$ cat config.mk
export PLATFORM = sky130hd
export DESIGN_NAME = circular_deque_top
export DESIGN_NICKNAME = d
export VERILOG_FILES = /design/src/rtl/cdq_pkg.sv /design/src/rtl/cdq_ctrl.sv /design/src/rtl/cdq_dp.sv /design/src/rtl/circular_deque_top.sv
export SDC_FILE = /design/constraint.sdc
export NUM_CORES = 1
export LEC_CHECK = 0
export BUFFER_PORTS_ARGS = -buffer_cell sky130_fd_sc_hd__buf_2
export CAP_MARGIN = 20
export CORE_ASPECT_RATIO = 0.7
export CORE_MARGIN = 5
export CORE_UTILIZATION = 62
export CTS_CLUSTER_DIAMETER = 120
export CTS_CLUSTER_SIZE = 10
export DETAILED_ROUTE_END_ITERATION = 10
export PLACE_DENSITY = 0.8
export SYNTH_ARGS = -nofsm -noshare
export SYNTH_HDL_FRONTEND = slang
export SYNTH_SLANG_ARGS = --single-unit
export TNS_END_PERCENT = 5
$ cat constraint.sdc
create_clock -name clock -period 8.9 [get_ports clock]
set_input_delay 0.445 -clock clock [delete_from_list [all_inputs] [get_ports clock]]
set_output_delay 0.445 -clock clock [all_outputs]
set_load 0.01 [all_outputs]
$ cat src/rtl/cdq_pkg.sv
// Shared types and codes for the circular deque.
package cdq_pkg;

   localparam int unsigned VALUE_W = 32;
   localparam int unsigned MODE_W = 2;
   localparam int unsigned STATUS_W = 2;
   localparam int unsigned CAP_W = 5;

   localparam logic [MODE_W-1:0] MODE_PUSH_FRONT = 2'd0;
   localparam logic [MODE_W-1:0] MODE_PUSH_REAR = 2'd1;
   localparam logic [MODE_W-1:0] MODE_POP_FRONT = 2'd2;
   localparam logic [MODE_W-1:0] MODE_POP_REAR = 2'd3;

   localparam logic [STATUS_W-1:0] ST_DONE = 2'd0;
   localparam logic [STATUS_W-1:0] ST_FULL = 2'd1;
   localparam logic [STATUS_W-1:0] ST_EMPTY = 2'd2;

   typedef struct packed {
      logic [MODE_W-1:0] mode;
      logic signed [VALUE_W-1:0] value;
   } cdq_req_type;

   typedef struct packed {
      logic [STATUS_W-1:0] status;
      logic signed [VALUE_W-1:0] front_value;
      logic signed [VALUE_W-1:0] rear_value;
      logic is_empty;
      logic is_full;
   } cdq_rsp_type;

   // Controller to datapath
   typedef struct packed {
      logic capture;
      logic exec;
      logic read;
      logic load;
   } cdq_cmd_type;

   // Datapath to controller
   typedef struct packed {
      logic rsp_full;
   } cdq_stat_type;

endpackage

$ cat src/rtl/cdq_ctrl.sv
// Sequencer for the circular deque: accept, update, read, load result.
module cdq_ctrl
   import cdq_pkg::*;
(
   input  logic         clock,
   input  logic         reset,
   input  logic         req_valid,
   output logic         req_ready,
   input  logic         rsp_ready,
   input  cdq_stat_type stat,
   output cdq_cmd_type  cmd
);

   localparam logic [1:0] S_IDLE = 2'd0;
   localparam logic [1:0] S_EXEC = 2'd1;
   localparam logic [1:0] S_READ = 2'd2;
   localparam logic [1:0] S_LOAD = 2'd3;

   logic [1:0] state_ff;
   logic [1:0] state_in;
   logic       load_ok;

   assign load_ok = !stat.rsp_full || rsp_ready;
   assign req_ready = (state_ff == S_IDLE);

   always_comb begin
      state_in = state_ff;
      cmd = '0;
      unique case (state_ff)
         S_IDLE: begin
            if (req_valid) begin
               cmd.capture = 1'b1;
               state_in = S_EXEC;
            end
         end
         S_EXEC: begin
            cmd.exec = 1'b1;
            state_in = S_READ;
         end
         S_READ: begin
            cmd.read = 1'b1;
            state_in = S_LOAD;
         end
         S_LOAD: begin
            // hold until the output register is free
            if (load_ok) begin
               cmd.load = 1'b1;
               state_in = S_IDLE;
            end
         end
         default: state_in = S_IDLE;
      endcase
   end

   always_ff @(posedge clock) begin
      if (reset) begin
         state_ff <= S_IDLE;
      end else begin
         state_ff <= state_in;
      end
   end

endmodule

$ cat src/rtl/cdq_dp.sv
// Datapath of the circular deque: indices, store, capacity and result register.
module cdq_dp
   import cdq_pkg::*;
#(
   parameter int unsigned DEPTH = 16
)
(
   input  logic             clock,
   input  logic             reset,
   input  cdq_req_type      req_data,
   output cdq_rsp_type      rsp_data,
   input  logic             rsp_ready,
   input  logic             csr_we,
   input  logic [CAP_W-1:0] csr_wdata,
   input  cdq_cmd_type      cmd,
   output cdq_stat_type     stat
);

   localparam int unsigned IW = (DEPTH > 1) ? $clog2(DEPTH) : 1;
   localparam int unsigned CW = IW + 1;
   localparam int unsigned KW = (CW > CAP_W) ? CW : CAP_W;
   localparam logic [KW-1:0] DEPTH_K = KW'(DEPTH);
   localparam logic [CW-1:0] CAP_RST = CW'((16 > DEPTH) ? DEPTH : 16);

   logic [VALUE_W-1:0] store [DEPTH];

   logic [MODE_W-1:0]   mode_ff;
   logic [VALUE_W-1:0]  value_ff;
   logic [IW-1:0]       head_ff, head_in;
   logic [IW-1:0]       tail_ff, tail_in;
   logic                empty_ff, empty_in;
   logic [CW-1:0]       cap_ff, cap_in;
   logic [STATUS_W-1:0] status_ff, status_in;
   logic [VALUE_W-1:0]  rd_head_ff, rd_tail_ff;
   logic                rsp_valid_ff, rsp_valid_in;
   cdq_rsp_type         rsp_ff, rsp_in;

   logic [KW-1:0] wd_ext;
   logic [CW-1:0] cap_wr;
   logic [IW-1:0] head_inc, head_dec, tail_inc, tail_dec;
   logic          full_now;
   logic          mem_we;
   logic [IW-1:0] mem_addr;

   // wrap steps against the capacity in use
   assign head_inc = (CW'(head_ff) + 1'b1 >= cap_ff) ? '0 : head_ff + 1'b1;
   assign tail_inc = (CW'(tail_ff) + 1'b1 >= cap_ff) ? '0 : tail_ff + 1'b1;
   assign head_dec = (head_ff == '0) ? IW'(cap_ff - 1'b1) : head_ff - 1'b1;
   assign tail_dec = (tail_ff == '0) ? IW'(cap_ff - 1'b1) : tail_ff - 1'b1;
   assign full_now = !empty_ff && (tail_inc == head_ff);

   // clamp a written capacity to 1..DEPTH
   assign wd_ext = KW'(csr_wdata);
   always_comb begin
      if (wd_ext == '0) begin
         cap_wr = CW'(1);
      end else if (wd_ext > DEPTH_K) begin
         cap_wr = CW'(DEPTH_K);
      end else begin
         cap_wr = CW'(wd_ext);
      end
   end

   always_comb begin
      head_in = head_ff;
      tail_in = tail_ff;
      empty_in = empty_ff;
      cap_in = cap_ff;
      status_in = status_ff;
      mem_we = 1'b0;
      mem_addr = '0;
      if (csr_we) begin
         cap_in = cap_wr;
         head_in = '0;
         tail_in = '0;
         empty_in = 1'b1;
      end else if (cmd.exec) begin
         status_in = ST_DONE;
         unique case (mode_ff)
            MODE_PUSH_FRONT, MODE_PUSH_REAR: begin
               if (empty_ff) begin
                  head_in = '0;
                  tail_in = '0;
                  empty_in = 1'b0;
                  mem_we = 1'b1;
               end else if (full_now) begin
                  status_in = ST_FULL;
               end else if (mode_ff == MODE_PUSH_FRONT) begin
                  head_in = head_dec;
                  mem_we = 1'b1;
                  mem_addr = head_dec;
               end else begin
                  tail_in = tail_inc;
                  mem_we = 1'b1;
                  mem_addr = tail_inc;
               end
            end
            MODE_POP_FRONT, MODE_POP_REAR: begin
               if (empty_ff) begin
                  status_in = ST_EMPTY;
               end else if (head_ff == tail_ff) begin
                  head_in = '0;
                  tail_in = '0;
                  empty_in = 1'b1;
               end else if (mode_ff == MODE_POP_FRONT) begin
                  head_in = head_inc;
               end else begin
                  tail_in = tail_dec;
               end
            end
            default: status_in = ST_DONE;
         endcase
      end
   end

   always_comb begin
      rsp_in.status = status_ff;
      rsp_in.front_value = empty_ff ? '0 : rd_head_ff;
      rsp_in.rear_value = empty_ff ? '0 : rd_tail_ff;
      rsp_in.is_empty = empty_ff;
      rsp_in.is_full = full_now;
   end

   always_comb begin
      if (cmd.load) begin
         rsp_valid_in = 1'b1;
      end else if (rsp_ready) begin
         rsp_valid_in = 1'b0;
      end else begin
         rsp_valid_in = rsp_valid_ff;
      end
   end

   always_ff @(posedge clock) begin
      if (reset) begin
         head_ff <= '0;
         tail_ff <= '0;
         empty_ff <= 1'b1;
         cap_ff <= CAP_RST;
         rsp_valid_ff <= 1'b0;
      end else begin
         head_ff <= head_in;
         tail_ff <= tail_in;
         empty_ff <= empty_in;
         cap_ff <= cap_in;
         rsp_valid_ff <= rsp_valid_in;
      end
   end

   always_ff @(posedge clock) begin
      if (cmd.capture) begin
         mode_ff <= req_data.mode;
         value_ff <= req_data.value;
      end
      status_ff <= status_in;
      if (cmd.load) begin
         rsp_ff <= rsp_in;
      end
   end

   always_ff @(posedge clock) begin
      if (mem_we) begin
         store[mem_addr] <= value_ff;
      end
      if (cmd.read) begin
         rd_head_ff <= store[head_ff];
         rd_tail_ff <= store[tail_ff];
      end
   end

   assign rsp_data = rsp_ff;
   assign stat.rsp_full = rsp_valid_ff;

endmodule

$ cat src/rtl/circular_deque_top.sv
// Top level of the circular deque: controller and datapath.
//
// A double-ended queue of signed 32-bit words in a circular store of DEPTH
// entries, of which the capacity register sets how many are used.
// Request channel (req_valid/req_ready/req_data): one word asks to push at
// the front or rear, or to pop from the front or rear.
// Response channel (rsp_valid/rsp_ready/rsp_data): one word per request with
// the status, the front and rear words and the empty and full flags after
// the operation. A push to a full queue or a pop from an empty one is
// reported and leaves the queue unchanged.
// Each request goes through the update, the registered two-port read of the
// store and the load into the output register; a new request is accepted
// only once the previous one has been loaded and the sequencer is idle.
// The output register lets the next request enter while a response waits;
// when the receiver stalls, the following response holds in the load step.
// Reset (synchronous, active high) empties the queue and sets the capacity
// to 16 (or DEPTH if smaller). Write csr_wdata with csr_we only while idle;
// a write clamps the value to 1..DEPTH and empties the queue.
module circular_deque_top
   import cdq_pkg::*;
#(
   parameter int unsigned DEPTH = 16
)
(
   input  logic             clock,
   input  logic             reset,
   input  logic             req_valid,
   output logic             req_ready,
   input  cdq_req_type      req_data,
   output logic             rsp_valid,
   input  logic             rsp_ready,
   output cdq_rsp_type      rsp_data,
   input  logic             csr_we,
   input  logic [CAP_W-1:0] csr_wdata
);

   cdq_cmd_type  cmd;
   cdq_stat_type stat;

   // sequence each word through update, read and load
   cdq_ctrl u_ctrl (
      .clock     (clock),
      .reset     (reset),
      .req_valid (req_valid),
      .req_ready (req_ready),
      .rsp_ready (rsp_ready),
      .stat      (stat),
      .cmd       (cmd)
   );

   // hold the store, the indices and the response register
   cdq_dp #(
      .DEPTH (DEPTH)
   ) u_dp (
      .clock     (clock),
      .reset     (reset),
      .req_data  (req_data),
      .rsp_data  (rsp_data),
      .rsp_ready (rsp_ready),
      .csr_we    (csr_we),
      .csr_wdata (csr_wdata),
      .cmd       (cmd),
      .stat      (stat)
   );

   assign rsp_valid = stat.rsp_full;

endmodule

; ---- After elaboration in Yosys (flattened, before gate mapping)
; Memory sizes are Yosys's and may differ from the RTL's. A register that Yosys moved wholly into a read port is not among the register bits.
; Index checks and enable logic that the tools add are counted.
[word_totals]
wordCells = 110
ram_bits = 512
register_bits = 121
in_bits = 44
memories = 1
[classes]
n_addsub = 7
n_reduce_logical = 17
n_mux = 51
n_eq_ne = 16
bitwise = 1
magnitude_cmp = 3
[memory_table]
columns = memory, words, width, rd, rd_ports_with_merged_regs, write_ports, line_no
row1 = u_dp.store, 16, 32, 2, 2, 1, cdq_dp.sv:25  ; logic [VALUE_W-1:0] store [DEPTH];
[ops]
columns = operator, n
row1 = two-way mux 4 bit, 22
row2 = two-way mux 1 bit, 18
row3 = one-hot mux 4 bit (2 select lines), 2
row4 = subtractor 4 x 1 -> 4 bit (second input constant), 3
row5 = adder 4 x 1 -> 5 bit (second input constant), 2
row6 = greater-or-equal comparator 5 bit, 2
row7 = two-way mux 5 bit, 2
row8 = AND reduction 5 bit, 2
row9 = != test 3 x 2 -> 1 bit (second input constant), 3
row10 = adder 4 x 1 -> 4 bit (second input constant), 2
row11 = equality test 2 bit (second input constant), 4
row12 = equality test 4 bit, 2
row13 = logical NOT 4 bit, 2
row14 = two-way mux 2 bit, 4
row15 = one-hot mux 2 bit (4 select lines), 1
row16 = != test 3 x 1 -> 1 bit (second input constant), 2
row17 = OR reduction 2 bit, 3
row18 = greater-than comparator 5 bit (second input constant), 1
row19 = logical NOT 5 bit, 1
row20 = equality test 2 x 1 -> 1 bit (second input constant), 2
row21 = logical NOT 2 bit, 2
row22 = != test 2 bit (second input constant), 2
row23 = one-hot mux 2 bit (2 select lines), 1
row24 = AND reduction 2 bit, 2
row25 = 7 further kinds, 8

; ---- Longest topological paths before layout
; Gate-level depths: netlist of run 1.
[logic_depth]
ltp_word = 12
ltp_mapped = 14
ltp_nobuf = 11

; ---- Cells and area by module
; From an unflattened synthesis of run 1, not the netlist that was laid out.
[hier_totals]
cells_unflattened = 1389
area_unflattened_um2 = 30227.7
[by_module_without_submodules]
columns = module, area_per_inst_um2, cells_per_inst, instances, seq_area_each_um2
row1 = cdq_dp, 30033.8, 1370, 1, 20719.9
row2 = cdq_ctrl, 193.9, 19, 1, 40.0

; ---- Worst setup path after synthesis of run 1
; OpenSTA, ideal clock, no wires.
[synth_path]
path_kind = flip-flop to flip-flop
startpoint = register u_dp.tail_ff[1]
endpoint = memory u_dp.store[11][0], enable pin
synth_period_minus_slack_ns = 7.077
path_buffers = 3
stages_incl_launch_ff = 13
t_arrival_ns = 6.564
setup_ns = 0.513
slack_ns = 1.823
cell_sequence = dfxtp_1 > clkbuf_1 > clkbuf_1 > clkbuf_1 > inv_1 > ha_1 > ha_1 > a21o_1 > a31oi_1 > o21ai_1 > o2bb2a_1 > or3_4 > nor4b_1
[synth_between]
elab_chain_cells = 12
[synth_rtl]
columns = element, line_no
row1 = from (decl), cdq_dp.sv:30  ; logic [IW-1:0] tail_ff, tail_in;
row2 = from (signal assigned), cdq_dp.sv:143  ; tail_ff <= tail_in;
row3 = adder 4 x 1 -> 5 bit, cdq_dp.sv:47  ; assign tail_inc = (CW'(tail_ff) + 1'b1 >= cap_ff) ? '0 : tail_ff + 1'b1;
row4 = greater-or-equal comparator 5 bit, cdq_dp.sv:47
row5 = two-way mux 4 bit (*), cdq_dp.sv:47
row6 = equality test 4 bit, cdq_dp.sv:50  ; assign full_now = !empty_ff && (tail_inc == head_ff);
row7 = logical AND 1 bit, cdq_dp.sv:50
row8 = two-way mux 1 bit, cdq_dp.sv:86  ; end else if (full_now) begin
row9 = two-way mux 1 bit, cdq_dp.sv:81  ; if (empty_ff) begin
row10 = two-way mux 1 bit, cdq_dp.sv:79  ; unique case (mode_ff)
row11 = two-way mux 1 bit, cdq_dp.sv:77  ; end else if (cmd.exec) begin
row12 = two-way mux 1 bit, cdq_dp.sv:72  ; if (csr_we) begin
row13 = two-way mux 1 bit, cdq_dp.sv:162  ; if (mem_we) begin
row14 = two-way mux 1 bit (implied by the code), cdq_dp.sv:163  ; store[mem_addr] <= value_ff;
row15 = to (decl), cdq_dp.sv:25
; Mark *: on every way between the ends. The rest lies on a longest branch, timed or not.

; ---- Worst setup path after layout of run 1
[layout_path]
startpoint = register u_dp.tail_ff[0]
endpoint = memory u_dp.store[14][30], enable pin
; The elaborated chain is that of the path after synthesis.

==> summary.txt, run 1 <==
Logic synthesis
  • Post-synth EDFFs: slightly below 700
  • Most frequent cell after synthesis: edfxtp_1
  • Synth unique cells: 59
  • Mapped Nets: 1469
  • #FFs+latches synth: 697
  • Ys Warns: 0
  • Area fraction of the dominant cell type after synthesis: 0.675
  • Cell taking the most area after synthesis: edfxtp_1
  • Main synth FF type: edfxtp_1
  • Cells after Synth: 1406
  • Synth area leaders: edfxtp_1 (67%), mux4_2 (24%), nor2b_1 (1.5%)
  • Synth Area per Inst: 21.5 µm²
  • Cell Area, Synth: 30300 µm²
  • FFs w/ async S/R, synth: 0
  • Seq/Total Area, Yosys: 0.686
  • Post-synth top cells: edfxtp_1 (680), mux4_2 (320), nor2b_1 (72), clkbuf_1 (51), nor2_1 (36)

Timing
  • Worst clock skew: just under 0.02 ns
  • RSZ-0062 raised after global routing: no
  • TNS Setup: 0 ns
  • Setup violators final: 0
  • Slew margin rel.: 0.286
  • Slew @ Worst Pin: between 1 and 1.5 ns
  • Final period util: 0.588
  • Final Slew Violations: 0
  • Endpoints failing hold: 0
  • Final min period: 5.24 ns
  • Fmax: 191 MHz

Clock network
  • Clock root cell: clkbuf_16
  • Post-CTS sizing: 0
  • Clock tree buffer depth: 3
  • CTS Sinks: 697
  • Cts hold-fix bufs: 26
  • CTS clock-pin slew for the worst setup and hold paths: 0.05 ns
  • Postcts setup bufs: 0
  • H-tree levels: 3
  • Num CTS Buffers: 79
  • CTS tree: yes
  • Latest clock arrival within the worst-skew pair: slightly above 0.6 ns

Layout
  • Layout area overhead: 12.7%
  • Nets: 1631
  • Final std cells w/o fill: approximately 2200
  • Fillers: 2698
  • Share of cells above drive strength 1: 0.375
  • Final core utilization: 0.710
  • # diodes: 0

Global routing
  • GR Layer Usage met2: 0.432
  • Largest net degree at the start of global routing: 75
  • Global-route wire length before repair: 108000 µm
  • Vias in the first global route: 16300
  • Top Usage Layer GRT: met2
  • GR Util All Layers: 0.278
  • Met3 Usage GRT: 0.0658
  • Initial antenna violation count: 1
  • Total grt overflow: 0
  • GR Layer Usage met1: 0.418

Worst setup path
  • Worst EP arrival: between 5 and 6 ns
  • Logic depth of the worst path, buffers included: 11
  • CP peak stage delay: between 0.9 and 1 ns
  • CP cell instances: ha_1 > xor2_1 > ha_1 > a21o_1 > a31oi_1 > o21ai_1 > o211a_1 > a31o_2 > or3_4 > nor2_4 > buf_4
  • Worst Path Buf+Inv: 1
  • FF-to-FF path depth: 11
  • Critical path's top delay family: compound AO/OA/AOI/OAI gates
  • Startpoint Class: flop
  • CP max-delay cell: dfxtp_4
  • Critical Path RT: 9.17 ns
  • Critical Path End Type: flop
  • Cell repeated most along the worst path: ha_1
  • WS Path Type: flop to flop
  • CP max FO: 48

Detailed routing
  • Final wirelength: 72500 µm
  • Via count: 16013
  • DRT Pass-1 Iters: 6
  • Post-route DRC: 0
  • Initial DRC count: 2257
  • Vias per cell: 7.16
  • Drt wl/cell: 32.4 µm
  • Post-route antenna net violation count: 0

Hold path
  • Tightest Hold Check Type: input port to flop
  • Hold Crit Depth: 1

Placement
  • HPWL after DPL: between 40000 and 50000 µm
  • Port-buffer cells: ~110
  • GP Congestion: 0.896
  • Post-Place Cells: 2115

Power
  • P per Cell Area: 217 nW/µm²
  • Maximum vdd drop: 0.000178 V
  • Leak pwr: 0.0105 µW

Job
  • Max-Cap Viols: 0

Floorplan
  • Initial Util: 0.630
  • Die area: approximately 53000 µm²
  • Total core area: ~48000 µm²
  • DIE WIDTH: 274 µm
  • Num rows: 67
  • Die Height: 195 µm
  • Top Ports: about 110

Run status
  • Outcome: finished clean
==> per-layer routing <==
layer / wire length (µm) / vias up
met2: 35000 / 1174
met5: 13 / -
met3: 8700 / 133
met1: 27300 / 8415
met4: 1490 / 2
li1: - / 6289
==> cell families (layout without fill, tap and decap cells) <==
| group | Yosys count | after routing | synth area share |
|---|---|---|---|
| DFF | 697 | 697 | 0.686 |
| and+or+nand+nor | 173 | 173 | 0.0319 |
| xor gates and xnor gates | 11 | 11 | 0.00318 |
| buffers and inverters | 106 | 282 | 0.0143 |
| AOI/OAI and AO/OA | 70 | 70 | 0.0153 |
| muxes | 330 | 330 | 0.242 |
| adders and majority gates | 19 | 19 | 0.00785 |
==> worst reg2reg max path, cell delays in order (launching register included) <==
cell     delay (ns)
dfxtp_4        0.94
ha_1           0.38
xor2_1         0.36
ha_1           0.32
a21o_1         0.16
a31oi_1        0.33
o21ai_1        0.22
o211a_1        0.29
a31o_2         0.27
or3_4          0.43
nor2_4         0.75
buf_4          0.46
==> path summary, 6_finish.rpt <==
check                  endpoint         startpoint  slack [ns]
max          u_dp.store[14][30]    u_dp.tail_ff[0]        3.66
min            u_dp.value_ff[6]        req_data[6]        0.03
max reg2reg  u_dp.store[14][30]    u_dp.tail_ff[0]        3.66
min reg2reg   u_dp.rsp_data[66]  u_dp.status_ff[0]        0.42
==> flip-flops by register name, summed over array words and instances, names as in the netlist, 4 cells and up <==
register         count
u_dp.cap_ff          5
u_dp.head_ff         4
u_dp.rd_head_ff     32
u_dp.rd_tail_ff     32
u_dp.rsp_data       68
u_dp.store         512
u_dp.tail_ff         4
u_dp.value_ff       32
==> placed cells by master (no fill, tap or decap), drive strengths merged, types with 3 or more instances in the layout <==
cell type	Yosys	routed
inv	15	17
or3b	3	3
o211ai	3	3
a21oi	12	12
nand2	26	26
nor2b	72	72
ha	19	19
o21ai	24	24
nor3b	4	4
edfxtp	680	680
a2bb2oi	4	4
o22ai	4	4
dfxtp	17	17
mux4	320	320
xor2	9	9
nand2b	6	6
a21o	4	4
buf	40	146
and2	3	3
nand3	3	3
nand4	3	3
or2	3	3
dlygate4sd3	0	26
nor2	36	36
mux2i	9	9
clkbuf	51	91
==> per-stage QoR <==
| step | cell area [µm²] | hold slack [ns] | total power [µW] | setup slack (ns) |
|---|---|---|---|---|
| after floorplan | 30300 | 0.400 | 4400 | 1.82 |
| after global placement | 31700 | 0.402 | 4620 | 3.83 |
| after detailed placement | 31700 | 0.408 | 4650 | 3.73 |
| after CTS | 34100 | 0.000323 | 7430 | 3.68 |
| after global routing | 34100 | 0.00155 | 7640 | 3.38 |
| final | 34100 | 0.0288 | 7400 | 3.66 |
==> where the power goes <==
part	leakage, µW	internal [µW]	switching (µW)
Sequential	0.00631	3960	193
Combinational	0.00316	168	278
Clock	0.00102	1600	1190
Total	0.0105	5730	1660
==> area by class of cell <==
type / instances / area [µm²] / area share
well taps: 655 / 820 / 0.0240
clock buffers: 91 / 2040 / 0.0599
multi-input cells: 603 / 9210 / 0.270
clock inverters: 4 / 50.0 / 0.00147
repair buffers: 172 / 1150 / 0.0338
inverters: 15 / 56.3 / 0.00165
flip-flops and latches: 697 / 20800 / 0.609
No activity file was read; power rests on OpenSTA's default activity.
==> run 2, diff against run 1 <==
--- a/config.mk
+++ b/config.mk
@@ -9,11 +9,11 @@
 export CAP_MARGIN = 20
 export CORE_ASPECT_RATIO = 0.7
 export CORE_MARGIN = 5
-export CORE_UTILIZATION = 62
+export CORE_UTILIZATION = 56
 export CTS_CLUSTER_DIAMETER = 120
 export CTS_CLUSTER_SIZE = 10
 export DETAILED_ROUTE_END_ITERATION = 10
-export PLACE_DENSITY = 0.8
+export PLACE_DENSITY = 0.76
 export SYNTH_ARGS = -nofsm -noshare
 export SYNTH_HDL_FRONTEND = slang
 export SYNTH_SLANG_ARGS = --single-unit
==> constraint.sdc (replaced) <==
create_clock -name clock -period 4.5 [get_ports clock]
set_input_delay 0.225 -clock clock [delete_from_list [all_inputs] [get_ports clock]]
set_output_delay 0.225 -clock clock [all_outputs]
set_load 0.01 [all_outputs]
==> run 2 against run 1 <==
Global-route usage fell by 3.5 points. Highest routed layer unchanged. Largest power group unchanged. Sequential share of layout area fell by 0.84 points. Non-clock buffer count rose by 35. Design area rose by 1.4%.
==> summary.txt, run 2 (same netlist as run 1, synthesis figures left out) <==
Worst setup path
  • CP cell instances: ha_1 > xor2_1 > ha_1 > a21o_1 > a31oi_1 > o21ai_0 > xor2_1 > a31o_2 > o22ai_1 > nor2_4 > buf_4
  • WS Path Type: flop to flop
  • CP max-delay cell: o22ai_1
  • Flop2flop setup slack: 0.40 ns
  • Critical Path RT: 4.82 ns
  • Reg-to-Reg Start: u_dp.tail_ff[1]
  • Worst Path Buf+Inv: 1
  • FF-to-FF path depth: 11
  • CP max FO: 18
  • Logic depth of the worst path, buffers included: 11
  • RR Endpoint: u_dp.store[1][21]
  • Startpoint Class: flop
  • Worst EP arrival: 4.42 ns
  • Critical path's top delay family: compound AO/OA/AOI/OAI gates
  • Critical Path End Type: flop
  • CP peak stage delay: 0.72 ns

Timing
  • Min setup slack post-route: 0.401 ns
  • Endpoints failing hold: 0
  • Fmax: 244 MHz
  • Final period util: 0.911
  • RSZ-0062 raised after global routing: no
  • Setup violators final: 0
  • Slew margin rel.: 0.270
  • Final min period: 4.10 ns
  • Final Slew Violations: 0
  • Worst clock skew: around 0.02 ns
  • TNS Setup: 0 ns
  • Slew @ Worst Pin: 1.09 ns

Clock network
  • CTS tree: yes
  • CTS clock-pin slew for the worst setup and hold paths: 0.06 ns
  • Cts hold-fix bufs: 47
  • CTS Sinks: approximately 700
  • Clock tree buffer depth: 3
  • Num CTS Buffers: 79
  • Latest clock arrival within the worst-skew pair: 0.62 ns
  • Postcts setup bufs: 0
  • Post-CTS sizing: 0
  • Clock root cell: clkbuf_16
  • H-tree levels: 3

Detailed routing
  • Vias per cell: 6.62
  • Drt wl/cell: just under 30 µm
  • Via count: 15623
  • Post-route antenna net violation count: 0
  • Final wirelength: 69500 µm
  • DRT Pass-1 Iters: 7
  • Initial DRC count: 1959
  • Post-route DRC: 0

Power
  • Sequential power share: 0.558
  • Sw Pwr: 3360 µW
  • Leak pwr: around 0.011 µW
  • Total power: 14800 µW
  • Maximum vdd drop: 0.000300 V
  • Clock network power share: 0.383
  • Sw Share: 0.228
  • Internal: about 11000 µW
  • P per Cell Area: 427 nW/µm²
  • Combinational power share: 0.059

Layout
  • Area occupied by multi-input gates: just over 9000 µm²
  • # diodes: 0
  • Layout area overhead: 14.3%
  • Nets: 1666
  • Max reg flops: 512
  • Biggest register: u_dp.store
  • Share of cells above drive strength 1: 0.374
  • Cell area after layout: 34600 µm²
  • Register area: 20800 µm²
  • Commonest non-fill, non-tap cell in the layout: edfxtp_1
  • Fillers: 3460
  • Most frequent cells in the layout: edfxtp_1 (680), mux4_2 (320), buf_2 (113)

Hold path
  • Tightest Hold Check Type: input port to flop
  • Hold Crit Depth: 4
  • Hold Crit Start: req_valid
  • Hold worst-path end: u_ctrl.state_ff[1]

Floorplan
  • Top Ports: around 110
  • Die Height: 205 µm
  • DIE WIDTH: 288 µm
  • Initial Util: 0.565
  • Die area: between 50000 and 60000 µm²
  • Num rows: 71
  • Total core area: 53600 µm²

Global routing
  • Global-route wire length before repair: roughly 100000 µm
  • Largest net degree at the start of global routing: roughly 100
  • Total grt overflow: 0
  • Initial antenna violation count: 2
  • Vias in the first global route: 15998
  • GR Util All Layers: 0.243

Placement
  • DP Worst Slack: 0.534 ns
  • Port-buffer cells: 113
  • HPWL after DPL: 40600 µm
  • GP Congestion: 0.886
  • DP Area: 31900 µm²

Run status
  • Outcome: finished clean

Job
  • Max-Cap Viols: 0
[run 2: cell count changes in the layout (fill, tap and decap cells not counted), moves of 2 or more]
| cell | change |
|---|---|
| buf_16 | -3 |
| dfxtp_2 | -2 |
| buf_12 | +3 |
| dfxtp_4 | +2 |
| dlygate4sd3_1 | +21 |
| buf_4 | +14 |
| clkbuf_1 | +10 |
| inv_6 | +3 |
[run 2: tightest hold or removal path, delay by kind of cell]
kind	cells	cell delay [ns]
AO/OA/AOI/OAI	1	0.11
buffers and inverters	1	0.08
multiplexers	1	0.14
AND/OR/NAND/NOR	1	0.07
[run 2: power groups by stage]
stage | sequential (µW) | clock [µW] | combinational (µW)
2_1_floorplan | 8210 | 0 | 505
3_3_place_gp | 8320 | 0 | 838
3_5_place_dp | 8360 | 0 | 858
4_1_cts | 8230 | 5740 | 896
5_1_grt | 8290 | 6060 | 953
6_report | 8240 | 5650 | 876
[run 2: through the flow]
step | hold WS [ns] | cells | utilization
floorplan | 0.324 | 1406 | -
global placement | 0.403 | 2204 | 0.596
detailed placement | 0.403 | 2204 | 0.596
CTS | 0.0378 | 2359 | 0.645
global route | 0.0944 | 2360 | 0.646
finish | 0.0659 | 2360 | 0.646
[run 2: metal layers]
metal / vias to the layer above / GRT usage / part of all wire
met3: 80 / 0.0821 / 0.13
met1: 8203 / 0.372 / 0.41
li1: 6385 / - / -
met4: 2 / 0.0487 / 0.015
met5: - / 0 / 0.00019
met2: 953 / 0.351 / 0.45
[run 2: worst max path at each step]
| stage | from | slack [ns] | endpoint |
|---|---|---|---|
| floorplan | u_dp.tail_ff[0] | -0.14 | u_dp.store[0][0] |
| global route | u_dp.tail_ff[1] | 0.14 | u_dp.store[1][23] |
| finish | u_dp.tail_ff[1] | 0.40 | u_dp.store[1][21] |
| CTS | u_dp.tail_ff[1] | 0.50 | u_dp.store[6][26] |
| detailed placement | u_dp.tail_ff[1] | 0.53 | u_dp.store[6][15] |
| global placement | u_dp.tail_ff[1] | 0.61 | u_dp.store[6][16] |
[run 2: layout make-up]
class / instances / area share
clock inverter: 7 / 0.00260
clock buffer: 101 / 0.0601
sequential: 697 / 0.601
tap: 730 / 0.0264
multi-input combinational: 603 / 0.267
timing repair buffer: 207 / 0.0418
inverter: 15 / 0.00163
